## src/hw/rtl/soft_knee_compressor_top_macros.svh

```systemverilog
// Assertion helpers for the compressor control module.
`ifndef SOFT_KNEE_COMPRESSOR_TOP_MACROS_SVH
`define SOFT_KNEE_COMPRESSOR_TOP_MACROS_SVH

// The consequent must hold in the same cycle as the antecedent.
`define SKC_ASSERT_SAME(lbl, ante, cons) \
  lbl: assert property (@(posedge clk_i) disable iff (!rst_ni) (ante) |-> (cons)) \
    else $error("compressor assertion failed");

// The consequent must hold in the cycle after the antecedent.
`define SKC_ASSERT_NEXT(lbl, ante, cons) \
  lbl: assert property (@(posedge clk_i) disable iff (!rst_ni) (ante) |=> (cons)) \
    else $error("compressor assertion failed");

`endif

```

## src/hw/rtl/skc_pkg.sv

```systemverilog
`default_nettype none
package skc_pkg;

  localparam int unsigned SAMPLE_BITS = 24;
  localparam int unsigned ASHIFT      = 32 - SAMPLE_BITS;
  localparam int unsigned CFG_W       = 17;
  localparam int unsigned IDX_W       = 3;

  localparam logic [IDX_W-1:0] REG_THRESHOLD = 3'd0;
  localparam logic [IDX_W-1:0] REG_RATIO     = 3'd1;
  localparam logic [IDX_W-1:0] REG_KNEE      = 3'd2;
  localparam logic [IDX_W-1:0] REG_ATTACK    = 3'd3;
  localparam logic [IDX_W-1:0] REG_RELEASE   = 3'd4;
  localparam logic [IDX_W-1:0] REG_DETECTOR  = 3'd5;
  localparam logic [IDX_W-1:0] REG_BLEND     = 3'd6;

  typedef struct packed {
    logic signed [14:0] threshold_db;
    logic [12:0]        ratio;
    logic [12:0]        knee_db;
    logic [15:0]        attack_coeff;
    logic [15:0]        release_coeff;
    logic [15:0]        detector_coeff;
    logic [16:0]        blend;
  } cfg_t;

  typedef enum logic [4:0] {
    OP_NONE,
    OP_LOAD,
    OP_MAGB,
    OP_DETA,
    OP_DETB,
    OP_DETC,
    OP_SMK,
    OP_SMA,
    OP_SMB,
    OP_SMC,
    OP_NINIT,
    OP_NORM,
    OP_LOG,
    OP_DB,
    OP_T2,
    OP_DINIT1,
    OP_DIVSTEP,
    OP_T3,
    OP_DEN,
    OP_NUMA,
    OP_NUMB,
    OP_DINIT2,
    OP_EXPA,
    OP_EXPB,
    OP_WET,
    OP_WET2,
    OP_MULX,
    OP_FIN
  } op_e;

  typedef struct packed {
    op_e        op;
    logic [2:0] step;
  } cmd_t;

  function automatic logic [16:0] log2_lut(input logic [4:0] idx);
    logic [16:0] v;
    case (idx)
      5'd0:    v = 17'd0;
      5'd1:    v = 17'd5732;
      5'd2:    v = 17'd11136;
      5'd3:    v = 17'd16248;
      5'd4:    v = 17'd21098;
      5'd5:    v = 17'd25711;
      5'd6:    v = 17'd30109;
      5'd7:    v = 17'd34312;
      5'd8:    v = 17'd38336;
      5'd9:    v = 17'd42196;
      5'd10:   v = 17'd45904;
      5'd11:   v = 17'd49472;
      5'd12:   v = 17'd52911;
      5'd13:   v = 17'd56229;
      5'd14:   v = 17'd59434;
      5'd15:   v = 17'd62534;
      default: v = 17'd65536;
    endcase
    return v;
  endfunction

  function automatic logic [16:0] exp2_lut(input logic [4:0] idx);
    logic [16:0] v;
    case (idx)
      5'd0:    v = 17'd65536;
      5'd1:    v = 17'd62757;
      5'd2:    v = 17'd60097;
      5'd3:    v = 17'd57549;
      5'd4:    v = 17'd55109;
      5'd5:    v = 17'd52773;
      5'd6:    v = 17'd50535;
      5'd7:    v = 17'd48393;
      5'd8:    v = 17'd46341;
      5'd9:    v = 17'd44376;
      5'd10:   v = 17'd42495;
      5'd11:   v = 17'd40693;
      5'd12:   v = 17'd38968;
      5'd13:   v = 17'd37316;
      5'd14:   v = 17'd35734;
      5'd15:   v = 17'd34219;
      default: v = 17'd32768;
    endcase
    return v;
  endfunction

endpackage
`default_nettype wire

```

## src/hw/rtl/skc_ctrl.sv

```systemverilog
`default_nettype none
module skc_ctrl (
  input  wire               clk_i,
  input  wire               rst_ni,
  input  wire               in_valid_i,
  output logic              in_ready_o,
  output logic              out_valid_o,
  input  wire               out_ready_i,
  output skc_pkg::cmd_t     cmd_o
);
  import skc_pkg::*;
  `include "soft_knee_compressor_top_macros.svh"

  typedef enum logic [4:0] {
    ST_IDLE, ST_MAGB, ST_DETA, ST_DETB, ST_DETC, ST_SMK, ST_SMA, ST_SMB, ST_SMC,
    ST_NINIT, ST_NORM, ST_LOG, ST_DB, ST_T2, ST_DINIT1, ST_DIV1, ST_T3, ST_DEN,
    ST_NUMA, ST_NUMB, ST_DINIT2, ST_DIV2, ST_EXPA, ST_EXPB, ST_WET, ST_WET2,
    ST_MULX, ST_FIN
  } state_e;

  state_e     state_q;
  logic [3:0] cnt_q;
  logic       out_valid_q;
  logic       out_free;

  assign out_free    = !out_valid_q || out_ready_i;
  assign in_ready_o  = (state_q == ST_IDLE);
  assign out_valid_o = out_valid_q;

  always_comb begin
    cmd_o.step = cnt_q[2:0];
    case (state_q)
      ST_IDLE:   cmd_o.op = in_valid_i ? OP_LOAD : OP_NONE;
      ST_MAGB:   cmd_o.op = OP_MAGB;
      ST_DETA:   cmd_o.op = OP_DETA;
      ST_DETB:   cmd_o.op = OP_DETB;
      ST_DETC:   cmd_o.op = OP_DETC;
      ST_SMK:    cmd_o.op = OP_SMK;
      ST_SMA:    cmd_o.op = OP_SMA;
      ST_SMB:    cmd_o.op = OP_SMB;
      ST_SMC:    cmd_o.op = OP_SMC;
      ST_NINIT:  cmd_o.op = OP_NINIT;
      ST_NORM:   cmd_o.op = OP_NORM;
      ST_LOG:    cmd_o.op = OP_LOG;
      ST_DB:     cmd_o.op = OP_DB;
      ST_T2:     cmd_o.op = OP_T2;
      ST_DINIT1: cmd_o.op = OP_DINIT1;
      ST_DIV1:   cmd_o.op = OP_DIVSTEP;
      ST_T3:     cmd_o.op = OP_T3;
      ST_DEN:    cmd_o.op = OP_DEN;
      ST_NUMA:   cmd_o.op = OP_NUMA;
      ST_NUMB:   cmd_o.op = OP_NUMB;
      ST_DINIT2: cmd_o.op = OP_DINIT2;
      ST_DIV2:   cmd_o.op = OP_DIVSTEP;
      ST_EXPA:   cmd_o.op = OP_EXPA;
      ST_EXPB:   cmd_o.op = OP_EXPB;
      ST_WET:    cmd_o.op = OP_WET;
      ST_WET2:   cmd_o.op = OP_WET2;
      ST_MULX:   cmd_o.op = OP_MULX;
      ST_FIN:    cmd_o.op = out_free ? OP_FIN : OP_NONE;
      default:   cmd_o.op = OP_NONE;
    endcase
  end

  always_ff @(posedge clk_i or negedge rst_ni) begin
    if (!rst_ni) begin
      state_q     <= ST_IDLE;
      cnt_q       <= '0;
      out_valid_q <= 1'b0;
    end else begin
      if (out_valid_q && out_ready_i) begin
        out_valid_q <= 1'b0;
      end
      case (state_q)
        ST_IDLE: begin
          if (in_valid_i) begin
            state_q <= ST_MAGB;
          end
        end
        ST_MAGB:  state_q <= ST_DETA;
        ST_DETA:  state_q <= ST_DETB;
        ST_DETB:  state_q <= ST_DETC;
        ST_DETC:  state_q <= ST_SMK;
        ST_SMK:   state_q <= ST_SMA;
        ST_SMA:   state_q <= ST_SMB;
        ST_SMB:   state_q <= ST_SMC;
        ST_SMC:   state_q <= ST_NINIT;
        ST_NINIT: begin
          cnt_q   <= '0;
          state_q <= ST_NORM;
        end
        ST_NORM: begin
          if (cnt_q == 4'd4) begin
            cnt_q   <= '0;
            state_q <= ST_LOG;
          end else begin
            cnt_q <= cnt_q + 4'd1;
          end
        end
        ST_LOG:    state_q <= ST_DB;
        ST_DB:     state_q <= ST_T2;
        ST_T2:     state_q <= ST_DINIT1;
        ST_DINIT1: state_q <= ST_DIV1;
        ST_DIV1: begin
          if (cnt_q == 4'd15) begin
            cnt_q   <= '0;
            state_q <= ST_T3;
          end else begin
            cnt_q <= cnt_q + 4'd1;
          end
        end
        ST_T3:     state_q <= ST_DEN;
        ST_DEN:    state_q <= ST_NUMA;
        ST_NUMA:   state_q <= ST_NUMB;
        ST_NUMB:   state_q <= ST_DINIT2;
        ST_DINIT2: state_q <= ST_DIV2;
        ST_DIV2: begin
          if (cnt_q == 4'd14) begin
            cnt_q   <= '0;
            state_q <= ST_EXPA;
          end else begin
            cnt_q <= cnt_q + 4'd1;
          end
        end
        ST_EXPA: state_q <= ST_EXPB;
        ST_EXPB: state_q <= ST_WET;
        ST_WET:  state_q <= ST_WET2;
        ST_WET2: state_q <= ST_MULX;
        ST_MULX: state_q <= ST_FIN;
        ST_FIN: begin
          if (out_free) begin
            out_valid_q <= 1'b1;
            state_q     <= ST_IDLE;
          end
        end
        default: state_q <= ST_IDLE;
      endcase
    end
  end

  `SKC_ASSERT_NEXT(a_accept_starts, in_valid_i && in_ready_o, state_q == ST_MAGB)
  `SKC_ASSERT_NEXT(a_fin_delivers, state_q == ST_FIN && out_free, out_valid_o && in_ready_o)
  `SKC_ASSERT_SAME(a_idle_count_clear, in_ready_o, cnt_q == 4'd0)

endmodule
`default_nettype wire

```

## config.mk

```make
export PLATFORM = sky130hd
export DESIGN_NAME = skc_ctrl
export DESIGN_NICKNAME = d
export VERILOG_FILES = /design/src/hw/rtl/skc_pkg.sv /design/src/hw/rtl/skc_ctrl.sv
export VERILOG_INCLUDE_DIRS = /design/src /design/src/hw/rtl
export SDC_FILE = /design/constraint.sdc
export NUM_CORES = 1
export LEC_CHECK = 0
export BUFFER_PORTS_ARGS = -buffer_cell sky130_fd_sc_hd__clkbuf_2
export CAP_MARGIN = 20
export CORE_MARGIN = 1.5
export CORE_UTILIZATION = 26
export CTS_BUF_LIST = sky130_fd_sc_hd__clkbuf_4 sky130_fd_sc_hd__clkbuf_8
export DETAILED_ROUTE_END_ITERATION = 12
export PLACE_DENSITY = 0.49
export SYNTH_ARGS = -nofsm -noshare
export SYNTH_HDL_FRONTEND = slang
export SYNTH_SLANG_ARGS = --single-unit
```

## constraint.sdc

```tcl
create_clock -name clk_i -period 2.9 [get_ports clk_i]
set_input_delay 0.435 -clock clk_i [delete_from_list [all_inputs] [get_ports clk_i]]
set_output_delay 0.435 -clock clk_i [all_outputs]
set_load 0.01 [all_outputs]
```

==> results of run 1 <==
[worst max-delay path: cells and delay by family (launching register included)]
kind / cells / cell delay, ps
AOI/OAI and AO/OA: 2 / 410
buffers and inverters: 1 / 180
and+or+nand+nor: 1 / 390
DFF: 1 / 670
[flip-flops by register name, indices dropped and copies added (netlist names)]
| register | flops |
|---|---|
| cnt_q | 4 |
| state_q | 5 |
| out_valid_o | 1 |
[cells in the final DEF, fill, tap and decap left out, types with 2 or more instances in the layout]
master | synthesis | final
clkbuf_2 | 0 | 13
nand2_1 | 11 | 11
dfrtp_1 | 10 | 10
a21oi_1 | 8 | 8
a31oi_1 | 6 | 6
nor2_1 | 5 | 5
o21ai_0 | 5 | 5
inv_1 | 4 | 4
nand2b_1 | 4 | 4
nand3_1 | 4 | 4
o21ai_1 | 4 | 4
and3_1 | 3 | 3
o31ai_1 | 3 | 3
ha_1 | 3 | 3
clkbuf_4 | 0 | 3
nor3_1 | 2 | 2
a22o_1 | 2 | 2
mux2_4 | 2 | 2
[power groups by stage]
| stage | Clock [uW] | Combinational [uW] | Sequential (uW) |
|---|---|---|---|
| global route | 105 | 699 | 396 |
| detailed placement | 0 | 624 | 372 |
| CTS | 99.0 | 626 | 369 |
| finish | 94.6 | 624 | 371 |
| global placement | 0 | 627 | 366 |
| floorplan | 0 | 595 | 249 |
[metrics by stage]
step | cell area, um^2 | worst slack (ps) | total power [uW] | instances
floorplan | 906 | 1020 | 845 | 113
global placement | 980 | 754 | 993 | 161
detailed placement | 980 | 712 | 996 | 161
CTS | 1000 | 525 | 1090 | 164
global route | 1000 | 386 | 1200 | 164
finish | 1000 | 551 | 1090 | 164
[layer usage]
metal / track usage (%) / part of all wire (%) / up-vias
li1: - / - / 423
met1: 17.6 / 49 / 419
met2: 18.5 / 45 / 24
met3: 4.14 / 5.2 / 2
met4: 5.47 / 0.99 / 0
met5: 0 / 0 / -
[cell type report]
class                           count  area, um^2  share of cell area (%)
Inverter                            4        15.0                    1.50
Timing Repair Buffer               14        72.6                    7.24
Clock buffer                        3        22.5                    2.25
Tap cell                           46        57.6                    5.74
Multi-Input combinational cell     87         584                    58.3
Sequential cell                    10         250                    25.0
[worst min path at each step]
| stage | start | end | slack, ps | cells after the start |
|---|---|---|---|---|
| floorplan | rst_ni | cnt_q[0] | 140 | 0 |
| global placement | rst_ni | cnt_q[2] | 320 | 1 |
| detailed placement | rst_ni | cnt_q[2] | 330 | 1 |
| CTS | rst_ni | state_q[4] | 30 | 1 |
| global route | rst_ni | state_q[0] | 40 | 1 |
| finish | rst_ni | cnt_q[2] | 30 | 1 |
[cells by family after synthesis]
family,count (synthesis),synth area share (%)
simple gates,41,25.6
flops,10,27.6
compound gates,38,28.5
mux,2,3.32
buf+inv,16,7.87
fa+ha+maj,4,5.25
xor+xnor,2,1.93
==> results.toml, run 1 <==
[power_and_ir_drop]
pwr-share-comb_pct = 57.3
switching_share_pct = 49.7
p_sw_uw = 541
clock_power_share_pct = 8.7
peakVddDrop_mv = 0.337
internal_power_uw = 548
p_leak_uw = 0.000446
seqPwrFrac_pct = 34.0
p_per_area_nw_per_um2 = 1090

[place]
routabilityCongestion = 0.794
dp_hpwl_um = 1460
port_buffers = 13

[floorplan]
die_h_um = 62.0
dieWidth_um = 62.0
start_util_pct = 27.1
rows = 21
die_area_um2 = 3850
io_pins = 14
coreArea_um2 = 3340

[layout]
num-fill-cells = 365
drive_above_1_share_pct = 21.2
n_antenna_cell = 0
areaGrowthSynthToFinish_pct = 10.6
layout.nets = 127
post-route-util_pct = 30.0

[detailed_routing]
drtIter0Drc = 29
first_pass_iters = 4
num_vias = 868
drc = 0
viasPerCell = 5.29
postRouteAntennaNets = 0
drt-total-wl_um = 2110
wl_per_cell_um = 12.9

[logic_synthesis]
ys_warn_count = 0
synth.largest_area_cell = "dfrtp_1"
synth_edf_count = 0
avgSynthCellArea_um2 = 8.02
synthTopCellsByCount = "nand2_1 (11), dfrtp_1 (10), a21oi_1 (8), clkbuf_1 (8), a31oi_1 (6)"
synth_area_um2 = 906
synth-seq-area-share_pct = 27.6
syn_nets = 120
synth.distinct_cells = 44
synth_area_leaders = "dfrtp_1 (28%), nand2_1 (4.6%), a21oi_1 (4.4%), a31oi_1 (4.1%), ha_1 (4.1%)"
synth-main-ff-cell = "dfrtp_1"
post-synth-top-area-fraction_pct = 27.6
netlist_instances = 113
synth-seq-cells = 10
synthArstFlopShare_pct = 100
synth_most_common_cell = "nand2_1"

[sta]
setup_viol = 0
drv_slew = 0
post-route-min-period_ps = 2350
worst_pin_slew_ps = 670
finalCritPeriodShare_pct = 81.0
tns_ps = 0
hold_violations = 0
max_freq_mhz = 426
final.setup_skew_ps = 1.45
whs_ps = 29.7
rsz0062_at_grt = "no"
slew_headroom_pct = 55.3

[worst_setup_path]
cp-startpoint = "state_q[0]"
reg2reg_from = "state_q[3]"
crit_path_end_kind = "output port"
crit_end = "cmd_o[6]"
critical_path_class = "reg2out"
cp_cell_sequence = "and2_1, a21oi_1, a221oi_1, clkbuf_2"
cp.arrival_ps = 1910
cp_slowest_cell = "dfrtp_1"
max_stage_delay_ps = 670
start_kind = "register"
r2r_cells = 5
cp.required_ps = 2470
rrSetupSlack_ps = 710
worstReg2RegEnd = "state_q[3]"
crit_fanout = 16

[clock_network]
cts_max_path_buffers = 2
htree_levels = 1
cts_sinks = 10
post-cts-setup-buffers = 0
cts-root-buf = "clkbuf_4"
clk_pin_slew_ps = 60
holdBufCountCts = 0
cts_resized = 0
cts_made_buffers = 3
clk_latency_ps = 260
cts_tree = "yes"

[global_route]
grt_max_degree = 25
grt_util_all_layers_pct = 12.8
grt_pass1_wl_um = 3610
antenna_found_initial = 0
overflow = 0
grt_pass1_vias = 779

[min_path]
holdCritPathClass = "in2async"

[outcome]
status = "finished clean"

[run]
drv_cap = 0
Note: power is estimated with default switching activity, not from simulation.
==> run 2, diff against run 1 <==
==> constraint.sdc (replaced) <==
create_clock -name clk_i -period 2.4 [get_ports clk_i]
set_input_delay 0.36 -clock clk_i [delete_from_list [all_inputs] [get_ports clk_i]]
set_output_delay 0.36 -clock clk_i [all_outputs]
set_load 0.01 [all_outputs]
==> run 2 against run 1 <==
Critical path type unchanged. Largest cell class unchanged. Global-route usage up 1.4 points. Hold slack improved by 440 ps. Total power is 26% higher. Highest routed layer unchanged. First-iteration DRC count is the same. Sequential share of layout area fell by 0.87 points.
==> results.toml, run 2 (synthesis gave the netlist of run 1 again) <==
[outcome]
status = "finished clean"

[layout]
top_register = "state_q"
layout.nets = 132
layout_common_cells = "clkbuf_2 (13), nand2_1 (11), dfrtp_1 (9)"
fin_area_um2 = 1040
final_common_cell = "clkbuf_2"
areaGrowthSynthToFinish_pct = 15.2
drive_above_1_share_pct = 24.4
n_antenna_cell = 0
layout.cells.non_filler = 169
largest_reg_flops = 5

[place]
place_area_um2 = 1010
placed_cells = 165
pre_cts_slack_ps = 291
dp_hpwl_um = 1680
port_buffers = 13
routabilityCongestion = 0.755

[floorplan]
io_pins = 14
die_h_um = 62.0
dieWidth_um = 62.0
die_area_um2 = 3850
start_util_pct = 27.1
rows = 21
coreArea_um2 = 3340

[min_path]
holdCritPathClass = "in2reg"
whs_path_depth = 3
worstHoldStart = "out_ready_i"
min_to = "out_valid_o"

[clock_network]
post-cts-setup-buffers = 0
cts_sinks = 10
cts_tree = "yes"
cts_made_buffers = 3
clk_latency_ps = 260
clk_pin_slew_ps = 70
cts_max_path_buffers = 2
cts-root-buf = "clkbuf_4"
htree_levels = 1

[power_and_ir_drop]
clock_power_share_pct = 8.4
seqPwrFrac_pct = 26.4
peakVddDrop_mv = 0.370
p_leak_uw = 0.000469
switching_share_pct = 48.8
p_per_area_nw_per_um2 = 1320
pwr-share-comb_pct = 65.2
internal_power_uw = 703
p_sw_uw = 670

[worst_setup_path]
crit_fanout = 15
cp.required_ps = 2040
critical_path_class = "reg2out"
cp.arrival_ps = 1750
reg2reg_from = "state_q[2]"
r2r_cells = 6
rrSetupSlack_ps = 320
start_kind = "register"
crit_path_end_kind = "output port"
worstReg2RegEnd = "state_q[3]"

[detailed_routing]
drc = 0
num_vias = 882
first_pass_iters = 4
drt-total-wl_um = 2310
drtIter0Drc = 29
postRouteAntennaNets = 0
viasPerCell = 5.22
wl_per_cell_um = 13.6

[sta]
final.setup_skew_ps = 3.39
hold_violations = 0
slew_headroom_pct = 72.9
fin_ws_ps = 288
finalCritPeriodShare_pct = 88.0
rsz0062_at_grt = "no"
drv_slew = 0
whs_ps = 473
post-route-min-period_ps = 2110
max_freq_mhz = 473
tns_ps = 0
worst_pin_slew_ps = 406
setup_viol = 0

[global_route]
overflow = 0
antenna_found_initial = 0
grt_util_all_layers_pct = 14.3
grt_max_degree = 24
grt_pass1_wl_um = 3930
grt_pass1_vias = 789

[run]
drv_cap = 0
==> run 2: changes by cell type in the layout (fill, tap and decap cells not counted), sizes merged <==
cell         before  now
dlygate4sd3       0    1
buf               1    5
==> run 2: per-layer routing <==
layer  share of wire, %  vias up  GRT usage, %
met1                 51      424          19.5
met5                  0        -             0
met4               0.65        0          3.65
met3                3.5        2          3.73
li1                   -      438             -
met2                 45       18          22.3
==> run 2: repair_timing <==
| item | 4_1_cts | 5_1_grt |
|---|---|---|
| gates resized for setup | 0 | 1 |
| endpoints found under the hold margin | 10 | 0 |
| endpoints found under the setup margin | 0 | 1 |
| hold buffers | 1 | 0 |
==> run 2: final cells by class <==
| class | instances | area (um^2) |
|---|---|---|
| fill | 375 | 2290 |
| multi-input combinational | 87 | 584 |
| sequential | 10 | 251 |
| timing repair buffer | 19 | 113 |
| tap | 46 | 57.6 |
| clock buffer | 3 | 22.5 |
| inverter | 4 | 15.0 |
==> run 2: critical path: stages (launching register included) <==
cell and delay, ps:
dfrtp_2 520, and2_1 390, and3_1 240, o21ai_0 80
nand2_1 80, nand2_1 40, clkbuf_2 130
==> run 2: worst max path at each step <==
| stage | cells after the start | slack (ps) | to | start |
|---|---|---|---|---|
| 2_1_floorplan | 7 | 520 | state_q[0] | cnt_q[0] |
| 3_3_place_gp | 5 | 350 | state_q[3] | state_q[1] |
| 3_5_place_dp | 5 | 290 | state_q[3] | state_q[1] |
| 4_1_cts | 6 | 160 | cmd_o[7] | state_q[1] |
| 5_1_grt | 6 | 130 | cmd_o[7] | state_q[1] |
| 6_report | 6 | 290 | cmd_o[7] | state_q[1] |
==> run 2: power by group through the flow <==
stage	registers, uW	clock network (uW)	logic (uW)
after global placement	354	0	882
after global routing	384	133	999
after floorplan	301	0	719
after detailed placement	362	0	895
final	362	116	895
after CTS	358	121	900
==> run 2: metrics by stage <==
stage          utilization (%)  power [uW]
4_1_cts                   31.2        1380
2_1_floorplan                -        1020
3_3_place_gp              30.3        1240
5_1_grt                   31.3        1520
6_report                  31.3        1370
3_5_place_dp              30.3        1260
